$ cat config.mk
export PLATFORM = sky130hd
export DESIGN_NAME = button_debounce_press_classifier_flat
export DESIGN_NICKNAME = d
export VERILOG_FILES = /design/src/sv/bdpc_pkg.sv /design/src/sv/bdpc_if.sv /design/src/sv/button_debounce_press_classifier.sv /design/src/flat_wrapper.sv
export SDC_FILE = /design/constraint.sdc
export NUM_CORES = 1
export LEC_CHECK = 0
export BUFFER_PORTS_ARGS = -buffer_cell sky130_fd_sc_hd__clkbuf_2
export CORE_ASPECT_RATIO = 1.4
export CORE_UTILIZATION = 40
export DETAILED_ROUTE_END_ITERATION = 8
export GPL_TIMING_DRIVEN = 0
export MAX_ROUTING_LAYER = met4
export PLACE_DENSITY = 0.69
export SETUP_SLACK_MARGIN = 0.3
export SLEW_MARGIN = 40
export SYNTH_ARGS = -nofsm -noshare
export SYNTH_HDL_FRONTEND = slang
export SYNTH_SLANG_ARGS = --single-unit
export TNS_END_PERCENT = 1
$ cat constraint.sdc
create_clock -name clk -period 5.15 [get_ports clk]
set_input_delay 1.03 -clock clk [delete_from_list [all_inputs] [get_ports clk]]
set_output_delay 1.03 -clock clk [all_outputs]
set_load 0.005 [all_outputs]
$ cat src/sv/bdpc_pkg.sv
// ----------------------------------------------------------------------------
// bdpc_pkg
// Shared types and constants for the button debounce and press classifier.
// ----------------------------------------------------------------------------
`default_nettype none

package bdpc_pkg;

  localparam int TIME_WIDTH_DEF = 32;
  localparam int NOW_W          = 32;
  localparam int CFG_MS_W       = 16;
  localparam int COUNT_W        = 8;
  localparam int APB_ADDR_W     = 4;
  localparam int APB_DATA_W     = 32;

  localparam logic                UNPRESSED_RST = 1'b1;
  localparam logic [CFG_MS_W-1:0] DEBOUNCE_RST  = 16'd50;
  localparam logic [CFG_MS_W-1:0] MULTI_RST     = 16'd500;
  localparam logic [CFG_MS_W-1:0] LONG_RST      = 16'd1000;

  typedef enum logic [1:0] {
    EDGE_NONE    = 2'd0,
    EDGE_PRESS   = 2'd1,
    EDGE_RELEASE = 2'd2
  } edge_t;

  typedef enum logic [1:0] {
    KIND_NONE  = 2'd0,
    KIND_SHORT = 2'd1,
    KIND_LONG  = 2'd2
  } kind_t;

  typedef enum logic [1:0] {
    REG_UNPRESSED = 2'd0,
    REG_DEBOUNCE  = 2'd1,
    REG_MULTI     = 2'd2,
    REG_LONG      = 2'd3
  } reg_idx_t;

endpackage

`default_nettype wire

$ cat src/sv/bdpc_if.sv
// ----------------------------------------------------------------------------
// bdpc_if
// Valid/ready channels for pin samples and classified results.
// ----------------------------------------------------------------------------
`default_nettype none

interface bdpc_in_if;
  logic        valid;
  logic        ready;
  logic        pin_level;
  logic [31:0] now_ms;

  modport source (output valid, output pin_level, output now_ms, input ready);
  modport sink   (input valid, input pin_level, input now_ms, output ready);
endinterface

interface bdpc_out_if;
  logic       valid;
  logic       ready;
  logic [1:0] edge_event;
  logic [1:0] press_kind;
  logic [7:0] click_count;

  modport source (output valid, output edge_event, output press_kind,
                  output click_count, input ready);
  modport sink   (input valid, input edge_event, input press_kind,
                  input click_count, output ready);
endinterface

`default_nettype wire

$ cat src/sv/button_debounce_press_classifier.sv
// ----------------------------------------------------------------------------
// button_debounce_press_classifier
// Debounces a polled button pin, reports press/release edges, classes each
// release as short or long and counts series of short presses.
//
//   channel  | dir | payload                                | beat
//   ---------+-----+----------------------------------------+-----------------
//   sample   | in  | pin_level, now_ms                      | valid & ready
//   result   | out | edge_event, press_kind, click_count    | valid & ready
//   apb      | in  | paddr, pwdata (4 registers at 4*i)     | psel&penable&pwrite
//
// One result beat per sample beat, one beat per cycle sustained while result is ready.
// A sample passes through an input register, then the classifier logic into
// the result register, where all button state is updated.
// A stalled result still lets one more sample into the input register.
// rst is synchronous: clears state (but last_level), valids and loads register defaults.
// ----------------------------------------------------------------------------
`default_nettype none

module button_debounce_press_classifier #(
  parameter int TIME_WIDTH = bdpc_pkg::TIME_WIDTH_DEF
) (
  input  wire                                 clk,
  input  wire                                 rst,
  bdpc_in_if.sink                             sample,
  bdpc_out_if.source                          result,
  input  wire                                 psel,
  input  wire                                 penable,
  input  wire                                 pwrite,
  input  wire  [bdpc_pkg::APB_ADDR_W-1:0]     paddr,
  input  wire  [bdpc_pkg::APB_DATA_W-1:0]     pwdata,
  output logic [bdpc_pkg::APB_DATA_W-1:0]     prdata,
  output logic                                pready
);

  import bdpc_pkg::*;

  // configuration
  logic                unpressed_level;
  logic [CFG_MS_W-1:0] debounce_ms;
  logic [CFG_MS_W-1:0] multi_press_ms;
  logic [CFG_MS_W-1:0] long_press_ms;
  reg_idx_t            reg_idx;
  logic                cfg_wr;

  assign pready  = 1'b1;
  assign reg_idx = reg_idx_t'(paddr[3:2]);
  assign cfg_wr  = psel && penable && pwrite;

  always_ff @(posedge clk) begin
    if (rst) begin
      unpressed_level <= UNPRESSED_RST;
      debounce_ms     <= DEBOUNCE_RST;
      multi_press_ms  <= MULTI_RST;
      long_press_ms   <= LONG_RST;
    end else if (cfg_wr) begin
      case (reg_idx)
        REG_UNPRESSED: unpressed_level <= pwdata[0];
        REG_DEBOUNCE:  debounce_ms     <= pwdata[CFG_MS_W-1:0];
        REG_MULTI:     multi_press_ms  <= pwdata[CFG_MS_W-1:0];
        REG_LONG:      long_press_ms   <= pwdata[CFG_MS_W-1:0];
        default: begin
        end
      endcase
    end
  end

  always_comb begin
    prdata = '0;
    case (reg_idx)
      REG_UNPRESSED: prdata[0]            = unpressed_level;
      REG_DEBOUNCE:  prdata[CFG_MS_W-1:0] = debounce_ms;
      REG_MULTI:     prdata[CFG_MS_W-1:0] = multi_press_ms;
      REG_LONG:      prdata[CFG_MS_W-1:0] = long_press_ms;
      default:       prdata               = '0;
    endcase
  end

  // handshake
  logic in_valid;
  logic in_pin;
  logic [TIME_WIDTH-1:0] in_now;
  logic [TIME_WIDTH+NOW_W-1:0] now_ext;
  logic out_load;
  logic in_load;

  assign out_load     = in_valid && (!result.valid || result.ready);
  assign sample.ready = !in_valid || out_load;
  assign in_load      = sample.valid && sample.ready;
  assign now_ext      = {{TIME_WIDTH{1'b0}}, sample.now_ms};

  always_ff @(posedge clk) begin
    if (rst) begin
      in_valid <= 1'b0;
    end else if (sample.ready) begin
      in_valid <= sample.valid;
    end
  end

  always_ff @(posedge clk) begin
    if (in_load) begin
      in_pin <= sample.pin_level;
      in_now <= now_ext[TIME_WIDTH-1:0];
    end
  end

  // button state
  logic                  debouncing;
  logic                  held;
  logic [TIME_WIDTH-1:0] debounce_ref_time;
  logic                  last_level;
  logic [TIME_WIDTH-1:0] press_start_time;
  logic [TIME_WIDTH-1:0] window_ref_time;
  logic [COUNT_W-1:0]    short_count;

  logic                  debouncing_next;
  logic                  held_next;
  logic [TIME_WIDTH-1:0] debounce_ref_time_next;
  logic                  last_level_next;
  logic [TIME_WIDTH-1:0] press_start_time_next;
  logic [TIME_WIDTH-1:0] window_ref_time_next;
  logic [COUNT_W-1:0]    short_count_next;

  logic [TIME_WIDTH-1:0] el_deb;
  logic [TIME_WIDTH-1:0] el_press;
  logic [TIME_WIDTH-1:0] el_win;
  logic [TIME_WIDTH-1:0] deb_lim;
  logic [TIME_WIDTH-1:0] multi_lim;
  logic [TIME_WIDTH-1:0] long_lim;
  logic [COUNT_W-1:0]    count_inc;

  edge_t              edge_ev;
  kind_t              kind;
  logic [COUNT_W-1:0] count_out;

  assign el_deb    = in_now - debounce_ref_time;
  assign el_press  = in_now - press_start_time;
  assign el_win    = in_now - window_ref_time;
  assign deb_lim   = TIME_WIDTH'(debounce_ms);
  assign multi_lim = TIME_WIDTH'(multi_press_ms);
  assign long_lim  = TIME_WIDTH'(long_press_ms);
  assign count_inc = short_count + COUNT_W'(1);

  always_comb begin
    debouncing_next        = debouncing;
    held_next              = held;
    debounce_ref_time_next = debounce_ref_time;
    last_level_next        = last_level;
    press_start_time_next  = press_start_time;
    window_ref_time_next   = window_ref_time;
    short_count_next       = short_count;
    edge_ev                = EDGE_NONE;
    kind                   = KIND_NONE;
    count_out              = '0;

    if (debouncing) begin
      if (in_pin != last_level) begin
        debounce_ref_time_next = in_now;
      end else if (el_deb >= deb_lim) begin
        debouncing_next = 1'b0;
      end
      last_level_next = in_pin;
    end else begin
      if (!held && in_pin != unpressed_level) begin
        edge_ev   = EDGE_PRESS;
        held_next = 1'b1;
      end else if (held && in_pin == unpressed_level) begin
        edge_ev   = EDGE_RELEASE;
        held_next = 1'b0;
      end
      if (edge_ev != EDGE_NONE) begin
        debouncing_next        = 1'b1;
        debounce_ref_time_next = in_now;
        last_level_next        = in_pin;
      end
    end

    if (edge_ev == EDGE_PRESS) begin
      press_start_time_next = in_now;
    end else if (edge_ev == EDGE_RELEASE) begin
      kind                  = (el_press >= long_lim) ? KIND_LONG : KIND_SHORT;
      press_start_time_next = in_now;
    end

    if (kind == KIND_SHORT) begin
      if (short_count == '0 || el_win <= multi_lim) begin
        short_count_next     = count_inc;
        count_out            = count_inc;
        window_ref_time_next = in_now;
      end else begin
        short_count_next = '0;
      end
    end else if (el_win > multi_lim) begin
      short_count_next = '0;
    end
  end

  always_ff @(posedge clk) begin
    if (rst) begin
      debouncing        <= 1'b0;
      held              <= 1'b0;
      debounce_ref_time <= '0;
      press_start_time  <= '0;
      window_ref_time   <= '0;
      short_count       <= '0;
    end else if (out_load) begin
      debouncing        <= debouncing_next;
      held              <= held_next;
      debounce_ref_time <= debounce_ref_time_next;
      press_start_time  <= press_start_time_next;
      window_ref_time   <= window_ref_time_next;
      short_count       <= short_count_next;
    end
  end

  always_ff @(posedge clk) begin
    if (out_load) begin
      last_level <= last_level_next;
    end
  end

  // result register
  always_ff @(posedge clk) begin
    if (rst) begin
      result.valid <= 1'b0;
    end else if (!result.valid || result.ready) begin
      result.valid <= in_valid;
    end
  end

  always_ff @(posedge clk) begin
    if (out_load) begin
      result.edge_event  <= edge_ev;
      result.press_kind  <= kind;
      result.click_count <= count_out;
    end
  end

endmodule

`default_nettype wire
$ cat src/flat_wrapper.sv
// flat-port wrapper written by rule: the top's interface ports become plain ports
module button_debounce_press_classifier_flat import bdpc_pkg::*;
#(
  parameter int TIME_WIDTH = bdpc_pkg::TIME_WIDTH_DEF
)
  (clk, rst, psel, penable, pwrite, paddr, pwdata, prdata, pready, sample_valid, sample_pin_level, sample_now_ms, sample_ready, result_valid, result_edge_event, result_press_kind, result_click_count, result_ready);
  bdpc_in_if sample_i ();
  bdpc_out_if result_i ();
  input  wire clk;
  input  wire rst;
  input  wire psel;
  input  wire penable;
  input  wire pwrite;
  input  wire  [bdpc_pkg::APB_ADDR_W-1:0] paddr;
  input  wire  [bdpc_pkg::APB_DATA_W-1:0] pwdata;
  output logic [bdpc_pkg::APB_DATA_W-1:0] prdata;
  output logic pready;
  input wire logic [$bits(sample_i.valid)-1:0] sample_valid;
  input wire logic [$bits(sample_i.pin_level)-1:0] sample_pin_level;
  input wire logic [$bits(sample_i.now_ms)-1:0] sample_now_ms;
  output wire logic [$bits(sample_i.ready)-1:0] sample_ready;
  output wire logic [$bits(result_i.valid)-1:0] result_valid;
  output wire logic [$bits(result_i.edge_event)-1:0] result_edge_event;
  output wire logic [$bits(result_i.press_kind)-1:0] result_press_kind;
  output wire logic [$bits(result_i.click_count)-1:0] result_click_count;
  input wire logic [$bits(result_i.ready)-1:0] result_ready;
  assign sample_i.valid = sample_valid;
  assign sample_i.pin_level = sample_pin_level;
  assign sample_i.now_ms = sample_now_ms;
  assign sample_ready = sample_i.ready;
  assign result_valid = result_i.valid;
  assign result_edge_event = result_i.edge_event;
  assign result_press_kind = result_i.press_kind;
  assign result_click_count = result_i.click_count;
  assign result_i.ready = result_ready;
  button_debounce_press_classifier #(.TIME_WIDTH(TIME_WIDTH)) u_core (.clk(clk), .rst(rst), .sample(sample_i), .result(result_i), .psel(psel), .penable(penable), .pwrite(pwrite), .paddr(paddr), .pwdata(pwdata), .prdata(prdata), .pready(pready));
endmodule
==> results of run 1 <==
## power breakdown
part           total, mW  switching [mW]  leakage [nW]  internal, mW
sequential          1.74          0.0593          1.72          1.68
combinational       1.13           0.680          4.65         0.447
clock               1.60           0.685         0.347         0.910
## stage by stage
| stage | setup TNS [ps] | hold WS (ps) |
|---|---|---|
| after detailed placement | -42470 | 446.3 |
| after CTS | -2.192 | 454.1 |
| after floorplan | 0 | 436.3 |
| after global placement | -41580 | 441.8 |
| final | -1149 | 453.6 |
| after global routing | -8342 | 467.0 |
## worst min-delay path, cell delays in order, from the launching register on
cell,delay (ps)
dfxtp_1,310
nand2_1,50
a21oi_1,50
## layer usage
layer / vias up / global-route usage
li1: 7273 / -
met5: - / -
met1: 7063 / 0.2907
met3: 192 / 0.02602
met4: 0 / 0.1707
met2: 602 / 0.4534
## sequential cells by signal (all words and copies together) (netlist names), 8 cells and up
| register | flops |
|---|---|
| u_core.window_ref_time | 32 |
| u_core.debounce_ms | 16 |
| u_core.debounce_ref_time | 32 |
| u_core.result.click_count | 8 |
| u_core.press_start_time | 32 |
| u_core.short_count | 8 |
| u_core.long_press_ms | 16 |
| u_core.in_now | 32 |
| u_core.multi_press_ms | 16 |
## worst min-delay path by stage
stage / start / end / slack (ps)
final: u_core.debounce_ref_time[16]$_SDFFE_PP0P_ / u_core.debounce_ref_time[16]$_SDFFE_PP0P_ / 450
after global routing: u_core.debounce_ref_time[16]$_SDFFE_PP0P_ / u_core.debounce_ref_time[16]$_SDFFE_PP0P_ / 470
after CTS: u_core.press_start_time[21]$_SDFFE_PP0P_ / u_core.press_start_time[21]$_SDFFE_PP0P_ / 450
after detailed placement: u_core.press_start_time[21]$_SDFFE_PP0P_ / u_core.press_start_time[21]$_SDFFE_PP0P_ / 450
after global placement: u_core.debounce_ref_time[18]$_SDFFE_PP0P_ / u_core.debounce_ref_time[18]$_SDFFE_PP0P_ / 440
after floorplan: u_core.debounce_ref_time[10]$_SDFFE_PP0P_ / u_core.debounce_ref_time[10]$_SDFFE_PP0P_ / 440
## cell usage in the layout, fill, tap and decap left out, types with 14 or more instances in the layout
cell type  instances
nand2_1          306
a21oi_1          237
inv_1            170
dfxtp_1          157
ha_1             136
clkbuf_2          90
nor2_1            89
o21ai_0           82
clkbuf_1          77
buf_4             61
nand4_1           51
edfxtp_1          46
xnor2_1           43
a21o_1            40
nor3_1            35
clkbuf_16         24
o31ai_2           22
xor2_1            21
nand3_1           20
and3_1            19
a211oi_1          19
conb_1            17
o21a_1            15
a22o_1            15
nor2b_1           14
## cell type report
cell class | instances | area, um^2 | share of cell area
Buffer | 118 | 639.4 | 0.03540
Clock buffer | 35 | 681.9 | 0.03776
Clock inverter | 3 | 25.02 | 0.001386
Inverter | 172 | 653.1 | 0.03616
Multi-Input combinational cell | 1481 | 10120 | 0.5602
Sequential cell | 203 | 4524 | 0.2505
Tap cell | 473 | 591.8 | 0.03277
Timing Repair Buffer | 133 | 827.0 | 0.04579
## logic make-up after synthesis
kind of cell / Yosys count / synth area share
mux: 15 / 0.01095
xor+xnor: 66 / 0.03852
flops: 203 / 0.2976
simple gates: 631 / 0.1943
buf+inv: 290 / 0.07894
fa+ha+maj: 150 / 0.1249
other cells: 2 / 0.0004941
compound gates: 601 / 0.2543
## synthesized netlist by cell type, drive strengths merged (5+ instances only)
master | n | area, um^2
nand3b | 12 | 90.09
nor3b | 8 | 60.06
a21boi | 11 | 93.84
nand4 | 51 | 319.1
buf | 38 | 251.5
a211oi | 24 | 180.2
inv | 172 | 645.6
and3 | 19 | 118.9
a21oi | 253 | 1270
xnor2 | 44 | 385.4
o31ai | 34 | 355.3
and2 | 7 | 43.79
a211o | 10 | 87.58
edfxtp | 46 | 1381
dfxtp | 157 | 3143
a31o | 6 | 52.55
nand2b | 11 | 68.82
a311oi | 5 | 43.79
a22o | 16 | 140.1
nand2 | 311 | 1177
or4 | 5 | 41.29
nor3 | 36 | 180.2
o211ai | 12 | 90.09
nor2b | 15 | 93.84
o21ai | 99 | 495.5
ha | 147 | 1839
o2111ai | 8 | 70.07
xor2 | 22 | 200.2
o21bai | 14 | 105.1
a31oi | 13 | 81.33
or3 | 11 | 68.82
nor2 | 98 | 375.4
o21a | 15 | 112.6
clkbuf | 80 | 302.8
mux2i | 11 | 110.1
a221oi | 5 | 43.79
nand3 | 20 | 100.1
a21o | 40 | 300.3
or2 | 7 | 43.79
## repair_timing
action                                  CTS  global route
endpoints found under the setup margin   51            50
gates cloned                              6             0
pin swaps                                49            42
gates resized for setup                  82            67
setup buffers                            34             7
==> impl_metrics.csv, run 1 <==
group,metric,value,unit
routing,drtPass1Iterations,5,
setup_path,path_buf_inv,4,
worst_hold_path,hold_class,"reg2reg",
timing,skew,13.50,ps
power,total_power,4.462,mW
synth,ys_types,87,
setup_path,crit_fanout,6,
power,leakagePower,6.716,nW
synth,ys_ff_latch,203,
setup_path,cp_slowest_cell,"edfxtp_1",
outcome,status,"complete, but fails checks",
synth,postSynthCellCount,1958,
routing,wl_met1,20000,um
floorplanning,core-area,37520,um^2
layout,n_fill_cell,3611,
synth,avgSynthCellArea,7.763,um^2
clocking,cts.sinks,203,
floorplanning,initial_core_util,0.4051,
setup_path,critPathCapture,"u_core.window_ref_time[11]$_SDFFE_PP0P_",
routing,drtAntennaViolNets,0,
setup_path,worstSetupStartpointType,"register",
routing,vias,15130,
setup_path,critPathRequiredTime,5540,ps
routing,routed_via_density,5.779,
setup_path,crit_path_end_kind,"register",
floorplanning,die-area,38800,um^2
timing,min_period_over_period,1.016,
placed_design,hpwlAfterDp,38400,um
layout,fin_cells,2618,
routing,met3_length,2775,um
timing,setup_viol,28,
synth,synth_edf_count,46,
timing,hold_viol_final,0,
clocking,worstSkewPairLatency,540,ps
clocking,clk_pin_slew_worst_paths,60,ps
layout,finish.utilization,0.4813,
timing,tightest_slew,1153,ps
grt,grt_pass1_wl,77740,um
placed_design,postPlaceCellArea,16350,um^2
setup_path,regToRegSetupSlack,-80,ps
layout,area_growth,18.81,%
timing,min_period,5232,ps
clocking,ctsHtreeMaxLevel,1,
grt,grt_pass1_vias,14447,
worst_hold_path,min_path_cells,2,
timing,max_freq,0.1911,GHz
setup_path,path_class,"reg2reg",
setup_path,r2r_end,"u_core.window_ref_time[11]$_SDFFE_PP0P_",
synth,yosysSeqAreaShare,0.2976,
timing,rsz0062_at_grt,"yes",
setup_path,cp_num_cells,22,
layout,nets,2358,
routing,wl_per_cell,19.48,um
floorplanning,die_h,232.7,um
synth,syn_area,15200,um^2
timing,maxSlewViolCount,0,
floorplanning,io_pins,123,
grt,globalRouteOverflowTotal,0,
timing,setup_ws,-82.47,ps
setup_path,arrival,5620,ps
placed_design,dp_slack,-1045,ps
clocking,clock_path_buffers,3,
synth,synth_warnings,0,
clocking,cts_tree,"done",
layout,n_antenna_cell,0,
routing,wl_met2,24460,um
timing,slew_headroom,0.2313,
placed_design,gp_congestion,0.9968,
setup_path,critical-path-top-delay-family,"compound AO/OA/AOI/OAI gates",
power,power.density,247.1,nW/um^2
placed_design,port_buffers,85,
placed_design,placed_cells,2532,
outcome,violations,"negative setup slack",
layout,drive_above_1_share,0.1543,
clocking,cts_made_buffers,23,
layout,final_cell_area,18060,um^2
routing,wl,51010,um
grt,antenna_found_initial,0,
synth,async_flop_share,0,
flow_run,maxCapViolCount,0,
setup_path,critPathLaunch,"u_core.in_now[3]$_DFFE_PP_",
floorplanning,dieWidth,166.8,um
setup_path,path_cells,"buf_4 -> buf_4 -> ha_1 -> o2111ai_1 -> a21boi_2 -> a21oi_2 -> o21ai_0 -> a21oi_1 -> xnor2_1 -> ha_1 -> nand4_1 -> o22ai_1 -> a211oi_1 -> a22o_2 -> nand4b_1 -> nor4_2 -> nand4_1 -> buf_6 -> o41a_1 -> buf_8 -> o31ai_4 -> a21oi_2",
grt,grt_use_total,0.2630,
setup_path,max_stage_delay,420,ps
clocking,cts_root_buf,"clkbuf_16",
floorplanning,rows,84,
clocking,hold_buffers,0,
routing,maxUsedRoutingLayer,"met4",
routing,drtIter0Drc,1065,
setup_path,r2r_cells,22,
power,ir_drop,0.2394,mV
synth,ys.flop_type,"dfxtp_1",
setup_path,r2r-start,"u_core.in_now[3]$_DFFE_PP_",
routing,drc_errors,0,
grt,grt_max_degree,22,
Note: power is estimated with default switching activity, not from simulation.
==> inputs of run 2 (changes only) <==
Settings changed: CORE_UTILIZATION 40 to 30, PLACE_DENSITY 0.69 to 0.57.
==> impl_metrics.csv, run 2 (same netlist as run 1, synthesis figures left out) <==
group,metric,value,unit
timing,setup_viol,44,
setup_path,r2r_cells,22,
timing,tightest_slew,1007,ps
power,leakagePower,6.682,nW
layout,layout_common_cells,"nand2_1, a21oi_1, inv_1, dfxtp_1, ha_1",
worst_hold_path,min-delay-start,"u_core.debounce_ref_time[7]$_SDFFE_PP0P_",
layout,n_antenna_cell,0,
clocking,cts_root_buf,"clkbuf_16",
routing,drtIter0Drc,900,
setup_path,crit_path_end_kind,"register",
timing,skew,13.87,ps
clocking,cts_tree,"done",
power,power.density,249.8,nW/um^2
power,pwr-share-seq,0.384,
routing,drtPass1Iterations,7,
placed_design,hpwlAfterDp,40580,um
floorplanning,die_h,268.3,um
setup_path,arrival,5700,ps
grt,grt_pass1_wl,80180,um
worst_hold_path,hold_end,"u_core.debounce_ref_time[7]$_SDFFE_PP0P_",
timing,min_period_over_period,1.028,
layout,finish.utilization,0.3623,
routing,wl_per_cell,18.81,um
timing,setup_ws,-145.7,ps
grt,grtUsageMet2,0.3618,
floorplanning,dieWidth,192.2,um
layout,area_growth,19.19,%
grt,grt_max_degree,23,
clocking,cts_made_buffers,24,
timing,max_freq,0.1888,GHz
routing,vias,14873,
outcome,violations,"negative setup slack",
setup_path,path_class,"reg2reg",
grt,global_route.peak_usage_layer,"met2",
clocking,cts.sinks,203,
placed_design,postPlaceCellArea,16560,um^2
layout,drive_above_1_share,0.1425,
power,ir_drop,0.2448,mV
clocking,clk_pin_slew_worst_paths,60,ps
grt,grt_pass1_vias,14476,
floorplanning,core-area,50000,um^2
placed_design,port_buffers,85,
layout,n_fill_cell,5262,
timing,rsz0062_at_grt,"yes",
clocking,ctsHtreeMaxLevel,1,
worst_hold_path,min_path_cells,2,
setup_path,regToRegSetupSlack,-150,ps
setup_path,r2r_end,"u_core.window_ref_time[4]$_SDFFE_PP0P_",
layout,final_cell_area,18120,um^2
floorplanning,initial_core_util,0.3040,
power,switching_power,1.432,mW
timing,maxSlewViolCount,0,
timing,slew_headroom,0.3285,
layout,nets,2350,
power,swShare,0.3164,
floorplanning,die-area,51590,um^2
routing,wl,52360,um
outcome,status,"complete, but fails checks",
floorplanning,io_pins,123,
timing,min_period,5296,ps
routing,drc_errors,0,
clocking,hold_buffers,0,
layout,layout_commonest_cell,"nand2_1",
grt,met3_usage,0.01946,
floorplanning,rows,97,
power,combPwrFrac,0.244,
setup_path,crit_fanout,10,
routing,drtAntennaViolNets,0,
placed_design,gp_congestion,0.9641,
power,intPower,3.094,mW
timing,hold_viol_final,0,
grt,grt_use_total,0.2069,
setup_path,r2r-start,"u_core.in_now[0]$_DFFE_PP_",
timing,tns,-3678,ps
clocking,clock_path_buffers,3,
flow_run,maxCapViolCount,0,
setup_path,critPathRequiredTime,5550,ps
grt,antenna_found_initial,0,
clocking,worstSkewPairLatency,540,ps
setup_path,worstSetupStartpointType,"register",
grt,gr-usage-met1,0.2316,
worst_hold_path,hold_class,"reg2reg",
routing,routed_via_density,5.342,
timing,hold_ws,454.7,ps
power,p_clk_frac,0.372,
grt,globalRouteOverflowTotal,0,
==> run 2: changes by cell type in the layout (fill, tap and decap cells not counted), moves of 3 or more <==
cell	before	now
a21oi_1	237	244
a21oi_2	12	7
buf_4	61	54
buf_6	5	8
clkbuf_8	8	1
clkinv_2	1	6
ha_1	136	141
ha_4	8	5
nor2_1	89	93
nor2_4	7	1
==> run 2: through the flow <==
stage / power (mW) / worst slack [ps] / instances
detailed placement: 2.797 / -1236 / 2702
floorplan: 2.483 / 304.2 / 1973
global route: 4.754 / -441.5 / 2784
global placement: 2.789 / -1192 / 2701
finish: 4.526 / -145.7 / 2784
CTS: 4.524 / -225.7 / 2779
==> run 2: how the worst max path moves through the flow <==
stage	slack [ps]	end	from	cells after the start
after floorplan	300	u_core.window_ref_time[25]$_SDFFE_PP0P_	u_core.in_now[1]$_DFFE_PP_	22
after global placement	-1190	u_core.window_ref_time[10]$_SDFFE_PP0P_	u_core.in_now[0]$_DFFE_PP_	21
after detailed placement	-1240	u_core.window_ref_time[29]$_SDFFE_PP0P_	u_core.in_now[0]$_DFFE_PP_	21
after CTS	-230	u_core.window_ref_time[18]$_SDFFE_PP0P_	u_core.in_now[0]$_DFFE_PP_	27
after global routing	-440	u_core.window_ref_time[13]$_SDFFE_PP0P_	u_core.in_now[0]$_DFFE_PP_	27
final	-150	u_core.window_ref_time[4]$_SDFFE_PP0P_	u_core.in_now[0]$_DFFE_PP_	22
==> run 2: layout make-up <==
cell class,count,area (um^2),share of cell area
Multi-Input combinational cell,1480,9970,0.5503
Sequential cell,203,4524,0.2497
Tap cell,643,804.5,0.04441
Timing Repair Buffer,125,784.5,0.04330
Clock buffer,35,694.4,0.03833
Inverter,172,654.4,0.03612
Buffer,118,616.8,0.03405
Clock inverter,8,68.82,0.003798
==> run 2: power by group through the flow <==
stage / sequential (mW) / clock (mW) / combinational [mW]
final: 1.74 / 1.68 / 1.10
after floorplan: 1.75 / 0 / 0.736
after CTS: 1.74 / 1.71 / 1.07
after detailed placement: 1.78 / 0 / 1.01
after global placement: 1.78 / 0 / 1.00
after global routing: 1.74 / 1.78 / 1.23
==> run 2: per-layer routing <==
metal,wire length [um],vias up
met4,2842,0
met3,2035,130
met5,0,-
met1,21180,7049
met2,26310,431
li1,-,7263
==> run 2: timing repair <==
action,CTS,global route
setup buffers,29,5
endpoints found under the hold margin,0,0
endpoints found under the setup margin,51,51
gates resized for setup,60,61
cloned,5,0
pin swaps,30,32
==> run 2: critical path, stage by stage (launching register included) <==
cell,delay [ps]
edfxtp_1,340
buf_6,140
clkinvlp_4,180
ha_4,210
fa_2,370
nor2b_4,140
o21ai_2,70
a31o_2,240
o21ai_4,140
a21boi_1,130
xnor2_1,170
ha_1,220
a211oi_1,270
o22ai_2,150
nor3_2,150
o2111ai_1,150
or4_4,570
a2111o_1,330
or4_4,480
buf_8,180
buf_6,160
o31ai_2,240
a21oi_1,100
==> inputs of run 3 (changes only) <==
Settings changed: GPL_TIMING_DRIVEN 0 to default.
==> impl_metrics.csv, run 3 (same netlist as run 1, synthesis figures left out) <==
group,metric,value,unit
power,ir_drop,0.2427,mV
setup_path,regToRegSetupSlack,-210,ps
timing,min_period,5363,ps
clocking,clock_path_buffers,3,
timing,rsz0062_at_grt,"yes",
grt,grt_use_total,0.1862,
placed_design,postPlaceCellArea,16650,um^2
clocking,clk_pin_slew_worst_paths,60,ps
layout,layout_commonest_cell,"nand2_1",
routing,met3_length,1322,um
routing,drtAntennaViolNets,0,
setup_path,path_buf_inv,3,
setup_path,critPathCapture,"u_core.debouncing$_SDFFE_PP0P_",
grt,antenna_found_initial,0,
timing,max_freq,0.1865,GHz
timing,setup_ws,-213.1,ps
layout,n_fill_cell,5297,
routing,maxUsedRoutingLayer,"met4",
routing,wl_per_cell,17.34,um
timing,maxSlewViolCount,0,
routing,wl,47140,um
floorplanning,die_h,268.3,um
timing,tightest_slew,882.6,ps
timing,setup_viol,37,
layout,fin_cells,2718,
clocking,hold_buffers,0,
setup_path,r2r_end,"u_core.debouncing$_SDFFE_PP0P_",
setup_path,critPathRequiredTime,5610,ps
layout,nets,2282,
flow_run,maxCapViolCount,0,
setup_path,max_stage_delay,560,ps
power,pwr-share-seq,0.384,
layout,drive_above_1_share,0.1407,
routing,drtPass1Iterations,5,
grt,grt_pass1_vias,13515,
power,total_power,4.501,mW
clocking,cts.sinks,203,
power,p_clk_frac,0.374,
timing,hold_ws,453.1,ps
timing,slew_headroom,0.4076,
setup_path,cp_slowest_cell,"or4_4",
timing,skew,12.97,ps
power,combPwrFrac,0.242,
routing,vias,14325,
grt,grt_max_degree,62,
setup_path,crit_path_end_kind,"register",
routing,wl_met2,24030,um
routing,routed_via_density,5.270,
floorplanning,initial_core_util,0.3040,
placed_design,gp_congestion,0.9218,
layout,layout_common_cells,"nand2_1, a21oi_1, inv_1, dfxtp_1, ha_1",
setup_path,arrival,5820,ps
setup_path,worstSetupStartpointType,"register",
routing,drtIter0Drc,870,
placed_design,hpwlAfterDp,36330,um
setup_path,critPathLaunch,"u_core.in_now[0]$_DFFE_PP_",
timing,tns,-2459,ps
setup_path,cp_num_cells,26,
power,intPower,3.103,mW
power,leakagePower,6.587,nW
routing,wl_met1,19940,um
layout,finish.utilization,0.3527,
grt,globalRouteOverflowTotal,0,
grt,grt_pass1_wl,73640,um
layout,area_growth,16.01,%
layout,final_cell_area,17630,um^2
setup_path,r2r_cells,26,
placed_design,placed_cells,2665,
power,swShare,0.3106,
timing,hold_viol_final,0,
setup_path,crit_fanout,2,
placed_design,dp_slack,-311.4,ps
layout,n_antenna_cell,0,
setup_path,path_class,"reg2reg",
floorplanning,dieWidth,192.2,um
floorplanning,core-area,50000,um^2
placed_design,port_buffers,87,
outcome,status,"complete, but fails checks",
worst_hold_path,hold_class,"reg2reg",
setup_path,critical-path-top-delay-family,"compound AO/OA/AOI/OAI gates",
clocking,cts_made_buffers,25,
power,power.density,255.3,nW/um^2
clocking,ctsHtreeMaxLevel,1,
routing,drc_errors,0,
power,switching_power,1.398,mW
floorplanning,die-area,51590,um^2
setup_path,r2r-start,"u_core.in_now[0]$_DFFE_PP_",
clocking,worstSkewPairLatency,550,ps
outcome,violations,"negative setup slack",
clocking,cts_root_buf,"clkbuf_16",
timing,min_period_over_period,1.041,
floorplanning,rows,97,
clocking,cts_tree,"done",
floorplanning,io_pins,123,
## run 3: changes by cell type in the layout (fill, tap and decap cells not counted), moves of 6 or more
cell / change
clkbuf_1: -70
buf_4: +28
o31ai_1: +11
buf_1: -9
o31ai_4: -9
buf_6: -6
buf_8: -6
## run 3: cell type report
| cell class | count | area, um^2 | area share |
|---|---|---|---|
| clock inverter | 10 | 92.59 | 0.005250 |
| inverter | 172 | 650.6 | 0.03690 |
| tap | 643 | 804.5 | 0.04562 |
| multi-input combinational | 1480 | 9727 | 0.5516 |
| timing repair buffer | 174 | 1149 | 0.06513 |
| clock buffer | 36 | 686.9 | 0.03895 |
| sequential | 203 | 4524 | 0.2566 |
## run 3: what timing repair did
action                                  4_1_cts  5_1_grt
endpoints found under the hold margin         0        0
pin swaps                                    20       21
setup buffers                                 0        7
gates cloned                                  0        0
endpoints found under the setup margin       50       50
resized for setup                            22       19
## run 3: worst min-delay path, delay by kind of cell (launching register included)
kind / cells / cell delay, ps
flops: 1 / 300
compound gates: 1 / 50
simple gates: 1 / 50
## run 3: worst min path at each step
stage | start | to | slack (ps) | depth (start not counted)
after floorplan | u_core.debounce_ref_time[10]$_SDFFE_PP0P_ | u_core.debounce_ref_time[10]$_SDFFE_PP0P_ | 440 | 2
after global placement | u_core.press_start_time[27]$_SDFFE_PP0P_ | u_core.press_start_time[27]$_SDFFE_PP0P_ | 440 | 2
after detailed placement | u_core.multi_press_ms[14]$_SDFFE_PP0P_ | u_core.multi_press_ms[14]$_SDFFE_PP0P_ | 450 | 2
after CTS | u_core.multi_press_ms[14]$_SDFFE_PP0P_ | u_core.multi_press_ms[14]$_SDFFE_PP0P_ | 450 | 2
after global routing | u_core.debounce_ref_time[1]$_SDFFE_PP0P_ | u_core.debounce_ref_time[1]$_SDFFE_PP0P_ | 470 | 2
final | u_core.debounce_ref_time[22]$_SDFFE_PP0P_ | u_core.debounce_ref_time[22]$_SDFFE_PP0P_ | 450 | 2
## run 3: power groups by stage
stage	Sequential [mW]	Clock, mW	Combinational, mW
4_1_cts	1.73	1.72	1.06
6_report	1.73	1.68	1.09
5_1_grt	1.73	1.79	1.21
3_5_place_dp	1.76	0	1.04
2_1_floorplan	1.75	0	0.736
3_3_place_gp	1.76	0	1.03
## run 3: routing by layer
| layer | GRT usage | up-vias |
|---|---|---|
| met5 | - | - |
| met4 | 0.07214 | 0 |
| met3 | 0.01659 | 83 |
| met2 | 0.3242 | 300 |
| met1 | 0.2196 | 6832 |
| li1 | - | 7110 |
